## config.mk

```make
export PLATFORM = sky130hd
export DESIGN_NAME = open_loop_six_step_commutator
export DESIGN_NICKNAME = d
export VERILOG_FILES = /design/src/olssc_pkg.sv /design/src/olssc_seq.sv /design/src/olssc_integ.sv /design/src/open_loop_six_step_commutator.sv
export SDC_FILE = /design/constraint.sdc
export NUM_CORES = 1
export LEC_CHECK = 0
export ABC_AREA = 1
export BUFFER_PORTS_ARGS = -buffer_cell sky130_fd_sc_hd__buf_4
export CAP_MARGIN = 25
export CELL_PAD_IN_SITES_DETAIL_PLACEMENT = 0
export CELL_PAD_IN_SITES_GLOBAL_PLACEMENT = 1
export CORE_AREA = 2 2 180 182
export DETAILED_ROUTE_END_ITERATION = 16
export DIE_AREA = 0 0 182 184
export GPL_TIMING_DRIVEN = 0
export HOLD_SLACK_MARGIN = 0.05
export PLACE_DENSITY_LB_ADDON = 0.1
export SETUP_SLACK_MARGIN = 0.5
export SLEW_MARGIN = 20
export SYNTH_ARGS = -nofsm -noshare
export SYNTH_HDL_FRONTEND = slang
export SYNTH_SLANG_ARGS = --single-unit
```

## constraint.sdc

```tcl
create_clock -name clk -period 22.3 [get_ports clk]
set_input_delay 1.115 -clock clk [delete_from_list [all_inputs] [get_ports clk]]
set_output_delay 1.115 -clock clk [all_outputs]
set_load 0.01 [all_outputs]
```

## src/olssc_pkg.sv

```systemverilog
package olssc_pkg;

	localparam int unsigned FULL_TURN = 36000;

	localparam int unsigned ANGLE_W = 16;
	localparam int unsigned STEP_W = 3;
	localparam int unsigned PHASE_W = 2;
	localparam int unsigned DUTY_W = 16;
	localparam int unsigned SPEED_W = 16;
	localparam int unsigned GAIN_W = 10;
	localparam int unsigned GAIN_SHIFT = 10;
	localparam int unsigned CFG_IDX_W = 1;
	localparam int unsigned CFG_DATA_W = 16;

	localparam logic [DUTY_W-1:0] DRIVE_LEVEL_RST = 16'd100;
	localparam logic [GAIN_W-1:0] TICK_GAIN_RST = 10'd1;

	// Register indexes on the configuration port.
	localparam logic [CFG_IDX_W-1:0] REG_DRIVE_LEVEL = 1'd0;
	localparam logic [CFG_IDX_W-1:0] REG_TICK_GAIN = 1'd1;

	// Commutation thresholds, in twelfths of a turn.
	localparam logic [ANGLE_W-1:0] TH_1 = ANGLE_W'(FULL_TURN * 1 / 12);
	localparam logic [ANGLE_W-1:0] TH_3 = ANGLE_W'(FULL_TURN * 3 / 12);
	localparam logic [ANGLE_W-1:0] TH_5 = ANGLE_W'(FULL_TURN * 5 / 12);
	localparam logic [ANGLE_W-1:0] TH_7 = ANGLE_W'(FULL_TURN * 7 / 12);
	localparam logic [ANGLE_W-1:0] TH_9 = ANGLE_W'(FULL_TURN * 9 / 12);
	localparam logic [ANGLE_W-1:0] TH_11 = ANGLE_W'(FULL_TURN * 11 / 12);

	// Phase and comparator codes.
	localparam logic [PHASE_W-1:0] PH_A = 2'd0;
	localparam logic [PHASE_W-1:0] PH_B = 2'd1;
	localparam logic [PHASE_W-1:0] PH_C = 2'd2;
	localparam logic [PHASE_W-1:0] CMP_FIRST = 2'd0;
	localparam logic [PHASE_W-1:0] CMP_SECOND = 2'd1;
	localparam logic [PHASE_W-1:0] CMP_THIRD = 2'd2;

	typedef enum logic [5:0] {
		ST_0 = 6'b000001,
		ST_1 = 6'b000010,
		ST_2 = 6'b000100,
		ST_3 = 6'b001000,
		ST_4 = 6'b010000,
		ST_5 = 6'b100000
	} step_t;

	typedef struct packed {
		logic                valid;
		logic [PHASE_W-1:0]  drive_phase;
		logic [DUTY_W-1:0]   drive_duty;
		logic [PHASE_W-1:0]  float_phase;
		logic [PHASE_W-1:0]  sense_comparator;
	} action_t;

	function automatic logic [STEP_W-1:0] step_code(input step_t st);
		logic [STEP_W-1:0] code;
		unique case (st)
			ST_0: code = 3'd0;
			ST_1: code = 3'd1;
			ST_2: code = 3'd2;
			ST_3: code = 3'd3;
			ST_4: code = 3'd4;
			ST_5: code = 3'd5;
			default: code = 3'd0;
		endcase
		return code;
	endfunction

endpackage

```

## src/olssc_seq.sv

```systemverilog
module olssc_seq (
	input  olssc_pkg::step_t                  step,
	input  logic [olssc_pkg::ANGLE_W-1:0]     angle,
	input  logic [olssc_pkg::DUTY_W-1:0]      drive_level,
	output olssc_pkg::step_t                  step_next,
	output olssc_pkg::action_t                action
);
	import olssc_pkg::*;

	always_comb begin
		step_next = step;
		action = '0;
		unique case (step)
			ST_0: begin
				if (angle > TH_1) begin
					action = '{1'b1, PH_A, drive_level, PH_C, CMP_THIRD};
					step_next = ST_1;
				end
			end
			ST_1: begin
				if (angle > TH_3) begin
					action = '{1'b1, PH_C, '0, PH_B, CMP_SECOND};
					step_next = ST_2;
				end
			end
			ST_2: begin
				if (angle > TH_5) begin
					action = '{1'b1, PH_B, drive_level, PH_A, CMP_FIRST};
					step_next = ST_3;
				end
			end
			ST_3: begin
				if (angle > TH_7) begin
					action = '{1'b1, PH_A, '0, PH_C, CMP_THIRD};
					step_next = ST_4;
				end
			end
			ST_4: begin
				if (angle > TH_9) begin
					action = '{1'b1, PH_C, drive_level, PH_B, CMP_SECOND};
					step_next = ST_5;
				end
			end
			ST_5: begin
				// The last step keeps firing while past 330 degrees and rearms
				// once the angle has wrapped below 270 degrees.
				if (angle > TH_11) begin
					action = '{1'b1, PH_B, '0, PH_A, CMP_FIRST};
				end
				if (angle < TH_9) begin
					step_next = ST_0;
				end
			end
			default: step_next = ST_0;
		endcase
	end

endmodule

```

## src/olssc_integ.sv

```systemverilog
module olssc_integ (
	input  logic [olssc_pkg::ANGLE_W-1:0]        angle,
	input  logic signed [olssc_pkg::SPEED_W-1:0] speed,
	input  logic [olssc_pkg::GAIN_W-1:0]         tick_gain,
	output logic [olssc_pkg::ANGLE_W-1:0]        angle_next
);
	import olssc_pkg::*;

	localparam int unsigned PROD_W = SPEED_W + GAIN_W;
	localparam int unsigned SUM_W = ANGLE_W + 3;
	localparam logic signed [SUM_W-1:0] TURN = SUM_W'(FULL_TURN);

	logic signed [PROD_W-1:0] spd_x;
	logic signed [PROD_W-1:0] gain_x;
	logic signed [PROD_W-1:0] prod;
	logic signed [SUM_W-1:0]  delta;
	logic signed [SUM_W-1:0]  na0;
	logic signed [SUM_W-1:0]  na1;
	logic signed [SUM_W-1:0]  na2;
	logic signed [SUM_W-1:0]  na3;

	always_comb begin
		spd_x = PROD_W'(speed);
		gain_x = $signed(PROD_W'(tick_gain));
		prod = spd_x * gain_x;
		// Dropping the low bits of a two's complement product rounds toward
		// minus infinity.
		delta = SUM_W'($signed(prod[PROD_W-1:GAIN_SHIFT]));
		na0 = $signed(SUM_W'(angle)) + delta;
		na1 = (na0 < 0) ? na0 + TURN : na0;
		na2 = (na1 > TURN) ? na1 - TURN : na1;
		if (na2 < 0) begin
			na3 = '0;
		end else if (na2 > TURN) begin
			na3 = TURN;
		end else begin
			na3 = na2;
		end
		angle_next = na3[ANGLE_W-1:0];
	end

endmodule

```

## src/open_loop_six_step_commutator.sv

```systemverilog
// Channel  Direction  Handshake            Word
// in       input      in_valid/in_stall    speed
// out      output     out_valid/out_stall  angle_out, step_out, action_valid, drive_phase,
//                                          drive_duty, float_phase, sense_comparator
// cfg      input      cfg_we               cfg_index, cfg_data
//
// One word per cycle sustained while the output does not stall.
// The sequencer and the multiply, add and wrap of the angle sit between the input
// register and the result register, and the angle and step update as the result loads.
// Reset clears the angle and step and loads drive_level 100 and tick_gain 1.
// A stall on the output holds the result and, with the input register full, the input.
module open_loop_six_step_commutator (
	input  logic                                 clk,
	input  logic                                 arst_n,
	input  logic                                 in_valid,
	output logic                                 in_stall,
	input  logic signed [olssc_pkg::SPEED_W-1:0] speed,
	output logic                                 out_valid,
	input  logic                                 out_stall,
	output logic [olssc_pkg::ANGLE_W-1:0]        angle_out,
	output logic [olssc_pkg::STEP_W-1:0]         step_out,
	output logic                                 action_valid,
	output logic [olssc_pkg::PHASE_W-1:0]        drive_phase,
	output logic [olssc_pkg::DUTY_W-1:0]         drive_duty,
	output logic [olssc_pkg::PHASE_W-1:0]        float_phase,
	output logic [olssc_pkg::PHASE_W-1:0]        sense_comparator,
	input  logic                                 cfg_we,
	input  logic [olssc_pkg::CFG_IDX_W-1:0]      cfg_index,
	input  logic [olssc_pkg::CFG_DATA_W-1:0]     cfg_data
);
	import olssc_pkg::*;

	logic [DUTY_W-1:0]          drive_level_q;
	logic [GAIN_W-1:0]          tick_gain_q;
	logic [ANGLE_W-1:0]         angle_q;
	step_t                      step_q;

	logic                       valid_s1;
	logic signed [SPEED_W-1:0]  speed_s1;
	logic                       valid_s2;
	logic [ANGLE_W-1:0]         angle_s2;
	logic [STEP_W-1:0]          step_s2;
	action_t                    action_s2;

	step_t                      step_next;
	action_t                    action;
	logic [ANGLE_W-1:0]         angle_next;
	logic                       advance;

	olssc_seq u_seq (
		.step        (step_q),
		.angle       (angle_q),
		.drive_level (drive_level_q),
		.step_next   (step_next),
		.action      (action)
	);

	olssc_integ u_integ (
		.angle      (angle_q),
		.speed      (speed_s1),
		.tick_gain  (tick_gain_q),
		.angle_next (angle_next)
	);

	// The input register moves on whenever the result register is free or being read.
	assign advance = !valid_s2 || !out_stall;
	assign in_stall = valid_s1 && !advance;

	always_ff @(posedge clk or negedge arst_n) begin
		if (!arst_n) begin
			drive_level_q <= DRIVE_LEVEL_RST;
			tick_gain_q <= TICK_GAIN_RST;
		end else if (cfg_we) begin
			unique case (cfg_index)
				REG_DRIVE_LEVEL: drive_level_q <= cfg_data;
				REG_TICK_GAIN:   tick_gain_q <= cfg_data[GAIN_W-1:0];
				default: ;
			endcase
		end
	end

	always_ff @(posedge clk or negedge arst_n) begin
		if (!arst_n) begin
			valid_s1 <= 1'b0;
			valid_s2 <= 1'b0;
			angle_q <= '0;
			step_q <= ST_0;
		end else begin
			if (!in_stall) begin
				valid_s1 <= in_valid;
			end
			if (advance) begin
				valid_s2 <= valid_s1;
				if (valid_s1) begin
					angle_q <= angle_next;
					step_q <= step_next;
				end
			end
		end
	end

	always_ff @(posedge clk) begin
		if (!in_stall && in_valid) begin
			speed_s1 <= speed;
		end
		if (advance && valid_s1) begin
			angle_s2 <= angle_next;
			step_s2 <= step_code(step_next);
			action_s2 <= action;
		end
	end

	assign out_valid = valid_s2;
	assign angle_out = angle_s2;
	assign step_out = step_s2;
	assign action_valid = action_s2.valid;
	assign drive_phase = action_s2.drive_phase;
	assign drive_duty = action_s2.drive_duty;
	assign float_phase = action_s2.float_phase;
	assign sense_comparator = action_s2.sense_comparator;

	a_phases_differ: assert property (@(posedge clk) disable iff (!arst_n)
		(out_valid && action_valid) |-> (drive_phase != float_phase))
		else $error("action drives and floats the same phase");

	a_idle_fields_zero: assert property (@(posedge clk) disable iff (!arst_n)
		(out_valid && !action_valid) |->
		(drive_phase == PH_A && drive_duty == '0 && float_phase == PH_A &&
		sense_comparator == CMP_FIRST))
		else $error("action fields set without an action");

	a_angle_in_range: assert property (@(posedge clk) disable iff (!arst_n)
		out_valid |-> (angle_out <= ANGLE_W'(FULL_TURN)))
		else $error("angle outside one turn");

	a_stall_only_on_backpressure: assert property (@(posedge clk) disable iff (!arst_n)
		in_stall |-> (valid_s1 && valid_s2 && out_stall))
		else $error("input stalled without a blocked result");

	a_state_tracks_output: assert property (@(posedge clk) disable iff (!arst_n)
		(advance && valid_s1) |=> (angle_out == angle_q && step_out == step_code(step_q)))
		else $error("result and stored state disagree");

endmodule
```

; Word-level counts from Yosys, hierarchy flattened
; Cells that the tools add are included.
[totals]
ff_bits = 108
inputBits = 38
output_inout_bits = 44
[classes]
addsub = 3
multipliers = 1
n_lt_le_gt_ge = 11
n_eq_ne = 11
muxes = 19
bitwise = 1
n_reduce_logical = 11
[op_table]
columns = operator, count
row1 = $mux W23, 6
row2 = $pmux W23 S6, 1
row3 = $gt A19 B17 Y1 const B, 2
row4 = $mux W19, 2
row5 = $mux W6, 6
row6 = $pmux W6 S6, 1
row7 = $gt A16 B14 Y1 const B, 2
row8 = $gt A16 B15 Y1 const B, 2
row9 = $mux W16, 2
row10 = $mul A16 B11 Y26, 1
row11 = $add A18 B17 Y19 const B, 1
row12 = $lt A19 B1 Y1 const B, 1
row13 = $sub A19 B17 Y19 const B, 1
row14 = $add A17 B16 Y18, 1
row15 = $lt A18 B1 Y1 const B, 1
row16 = $gt A16 B12 Y1 const B, 1
row17 = $gt A16 B16 Y1 const B, 1
row18 = $lt A16 B15 Y1 const B, 1
row19 = $pmux W3 S5, 1
row20 = $eq A6 B2 Y1 const B, 2
row21 = $eq A6 B3 Y1 const B, 2
row22 = $eq A6 B4 Y1 const B, 2
row23 = $eq A6 B5 Y1 const B, 2
row24 = $eq A6 B6 Y1 const B, 2
row25 = other kinds (6), 13

; Logic depth before layout (Yosys ltp)
[depth]
word_depth = 9
mapped_depth = 60
depth_no_buf = 57

; By module
; Synthesis repeated with hierarchy kept, for this count alone.
[hier_totals]
cells_unflattened = 1737
area_unflattened_um2 = 13515.5
[modules_own_cells]
columns = mod, n_inst, cells_each, area_per_inst_um2, seq_area_each_um2
row1 = olssc_integ, 1, 1205, 8184.1, 0.0
row2 = open_loop_six_step_commutator, 1, 278, 3923.8, 2999.1
row3 = olssc_seq, 1, 254, 1407.6, 0.0

; Worst setup path before layout
; No wires, ideal clock.
[synth_path]
kind = register to register
from = register tick_gain_q[7]
to = register angle_s2[3] (netlist: angle_out[3]), data pin
setup_time_ns = 0.260
arrival_time_ns = 8.483
required_time_ns = 22.040
slack_ns = 13.557
stages_incl_launch_ff = 56
period_less_slack_ns = 8.743
cell_sequence = dfrtp_1 > clkbuf_1 > clkbuf_1 > nand2_1 > fa_1 > inv_1 > fa_1 > fa_1 > fa_1 > inv_1 > fa_1 > inv_1 > ha_1 > a21oi_1 > nand2_1 > nand2_1 > nand2_1 > a21oi_1 > (+20 left out) > nand3_1 > nand2_1 > nand2_1 > nand2_1 > nand2_2 > nand3_4 > buf_6 > nand2_1 > nand3_1 > nand2_1 > nand2_1 > nand2_1 > nand2_1 > nand2_1 > nand2_2 > buf_6 > inv_2 > nor2_1
[synth_via]
elab_chain_len = 9
[synth_lines]
columns = item, line_no
row1 = from (decl), open_loop_six_step_commutator.sv:34  ; logic [GAIN_W-1:0] tick_gain_q;
row2 = from (signal assigned), open_loop_six_step_commutator.sv:76  ; REG_TICK_GAIN: tick_gain_q <= cfg_data[GAIN_W-1:0];
row3 = $mul A16 B11 Y26 *, olssc_integ.sv:25  ; prod = spd_x * gain_x;
row4 = $add A17 B16 Y18 *, olssc_integ.sv:29  ; na0 = $signed(SUM_W'(angle)) + delta;
row5 = $add A18 B17 Y19 or $lt A18 B1 Y1 (tied branches), olssc_integ.sv:30  ; na1 = (na0 < 0) ? na0 + TURN : na0;
row6 = $mux W19 *, olssc_integ.sv:30
row7 = $sub A19 B17 Y19 or $gt A19 B17 Y1 (tied branches), olssc_integ.sv:31  ; na2 = (na1 > TURN) ? na1 - TURN : na1;
row8 = $mux W19 *, olssc_integ.sv:31
row9 = $gt A19 B17 Y1, olssc_integ.sv:34  ; end else if (na2 > TURN) begin
row10 = $mux W16, olssc_integ.sv:34
row11 = $mux W16 *, olssc_integ.sv:32  ; if (na2 < 0) begin
row12 = named net angle_next[3], open_loop_six_step_commutator.sv:47  ; logic [ANGLE_W-1:0] angle_next;
row13 = to (signal assigned), open_loop_six_step_commutator.sv:107  ; angle_s2 <= angle_next;
row14 = to (decl), open_loop_six_step_commutator.sv:41  ; logic [ANGLE_W-1:0] angle_s2;
; Mark *: on every way through the listed nets, which the timed path passes. The rest lies on a longest branch.
; A chain may end at the register's enable or synchronous reset.

; Final worst setup path
[layout_path]
from = register tick_gain_q[7]
to = register angle_s2[4] (netlist: angle_out[4]), data pin
; Same word-level chain as after synthesis.

==> metrics.yaml <==
route:
  routed_wirelength_microns: 31310
  first_pass_iters: 5
  vias: 10130
  drc: 0
  ant_nets: 0
  avgRoutedWirePerCell_microns: 14.59
  via_per_inst: 4.720
  drt_iter0_drc: 598
clocking:
  cts_sinks: 105
  postCtsHoldBufs: 0
  cts_buffer_depth: 2
  clock_latency_ns: 0.36
  post_cts_resize_count: 0
  cts_setup_buffers: 0
  cts_root_buffer: "clkbuf_16"
  htreeDepth: 3
  cts_tree: "built"
  clkTransAtPathRegs_ns: 0.08
  numCtsBuffers: 9
grt:
  grt_overflow: 0
  grt_max_degree: 51
  grt_pass1_vias: 10520
  grt_first_pass_wirelength_microns: 53450
  grt.total_usage: 0.2017
  antenna_found_initial: 0
synth:
  synth_common_cells: "nand2_1 (470), inv_1 (403), fa_1 (142), nor2_1 (90), ha_1 (75)"
  synth_xor_area_frac: 0.02335
  synth.most_common_cell: "nand2_1"
  ys_seq_area_frac: 0.2340
  yosysTopAreaCellShare: 0.2287
  synthCells: 1647
  ys_ff_latch: 105
  netlist_top_cells_area: "fa_1 (23%), nand2_1 (14%), edfxtp_1 (13%), inv_1 (12%), dfrtp_1 (9.1%)"
  synth-async-reset-ratio: 0.4762
  synth.area.mux_share: 0
  yosys.area_share.adder: 0.3041
  synth_compound_area_frac: 0.05475
  syn-num-nets: 1902
  yosysTopAreaCell: "fa_1"
  synth_top_family_by_area: "adder cells"
  yosysWarnings: 0
  synthSimpleGateAreaFrac: 0.2381
  synth-edff-count: 55
  post_synth_num_cell_types: 50
  synth_ff_type: "edfxtp_1"
  syn_area_sq_um: 12430
  synth.avg_cell_area_sq_um: 7.548
timing:
  hold_ws_ns: 0.4881
  fmax_ghz: 0.09432
  final.setup.tns_ns: 0
  fin_crit_ns: 10.60
  setup_viol: 0
  hold_viol_final: 0
  worstMarginPinSlew_ns: 0.8151
  fin_crit_sh: 0.4754
  grt_setup_unrepaired: "no"
  slew_viol_final: 0
  fin_skew_ns: 0.01036
  max-slew-margin-rel: 0.4524
worst_setup_path:
  cp.arrival_ns: 10.71
  cp-start-kind: "flop"
  cp-end-kind: "flop"
  worst-setup-path-type: "flop to flop"
  worstPathRequired_ns: 22.41
  cp_common_cell: "nand2_1"
  worst_path_max_delay_cell: "fa_1"
  path_buf_inv: 10
  worst-path-max-fanout: 10
  critPathMaxStageDelay_ns: 0.54
  path_delay_family: "adder cells"
final_layout:
  antenna_cells: 0
  fin_util: 0.4409
  fillerInstances: 3266
  area.growth.synth_to_final_pct: 11.34
  drive_gt1_frac: 0.08888
  fin_nets: 1994
floorplanning:
  dieHeight_microns: 184
  die_w_microns: 182
  fp-row-count: 65
  num_io_pins: 82
  initial_core_util: 0.3960
  core_area_sq_um: 31390
  fp.dieArea_sq_um: 33490
job:
  drv_cap: 0
hold_path:
  holdCritPathClass: "flop to flop"
run_status:
  outcome: "completed"
placement:
  port_buffers: 81
  hpwl_microns: 25840
  globalplace.congestion: 0.8487
cells in the final DEF (no fill, tap or decap), types with 3 or more instances in the layout:
cell	instances
buf_6	4
ha_1	75
buf_1	5
fa_1	142
nor3_1	16
nor2_2	4
buf_4	85
clkbuf_16	9
clkbuf_1	39
nand3b_1	12
nand3_2	4
nand2_2	11
edfxtp_1	55
nor2_1	90
xnor2_1	15
inv_1	403
dfstp_2	5
nand4_1	17
a21oi_1	45
inv_8	3
nor4_1	4
nand2_1	470
buf_2	4
nand3_1	66
o21ai_2	5
o21ai_0	41
xor2_1	15
dfrtp_1	45
a31oi_1	4
inv_2	8
o2111ai_1	3
o21ai_1	10
metrics by stage:
step | cell area (sq um) | cells | setup WS (ns)
after floorplan | 12430 | 1647 | 13.56
after global placement | 13540 | 2130 | 11.76
after detailed placement | 13550 | 2130 | 11.75
after CTS | 13840 | 2146 | 11.71
after global routing | 13840 | 2146 | 10.76
final | 13840 | 2146 | 11.70
final cells by class:
cell class              count  area [sq um]  share of cell area
multi-input cells        1073          7712              0.5572
well taps                 402         503.0             0.03634
inverters                 412          1546              0.1117
clock buffers               9         225.2             0.01627
repair buffers             81         608.1             0.04393
plain buffers              57         267.8             0.01934
clock inverters             7         70.07            0.005062
flip-flops and latches    105          2909              0.2102
worst reg2reg max path, delay by kind of cell (launching register included):
family	cells	cell delay, ns
buf+inv	10	1.96
compound gates	7	1.46
simple gates	27	3.16
flops	1	0.32
xor+xnor	1	0.16
fa+ha+maj	8	3.29
path summary, 6_finish.rpt:
kind / from / endpoint / slack, ns / cells after the start
hold / removal: valid_s1 / out_valid / 0.49 / 2
setup reg to reg: tick_gain_q[7] / angle_out[4] / 11.70 / 53
setup / recovery: tick_gain_q[7] / angle_out[4] / 11.70 / 53
max in group asynchronous: arst_n / angle_q[10] / 21.05 / 1
min in group asynchronous: arst_n / tick_gain_q[1] / 0.78 / 1
hold reg to reg: valid_s1 / out_valid / 0.49 / 2
flip-flops by register name (all words and copies together) (netlist names):
signal,cells
action_valid,1
angle_out,16
angle_q,16
drive_duty,16
drive_level_q,16
drive_phase,1
float_phase,2
out_valid,1
speed_s1,16
step_out,3
step_q,6
tick_gain_q,10
valid_s1,1
metal layers:
metal	GRT usage	vias to the layer above	share of wire
met4	0.04161	0	0.012
met3	0.02694	22	0.040
met2	0.3420	181	0.46
met5	0	-	0
li1	-	5106	-
met1	0.2772	4820	0.49
cell families after synthesis:
group | Yosys count
xor gates and xnor gates | 31
adders and majority gates | 217
AOI/OAI and AO/OA | 121
buffers and inverters | 469
DFF | 105
and+or+nand+nor | 704
Power is left out: the tool's default activity adds up to more than one toggle a clock period on the data nets, which glitch-free logic cannot reach.
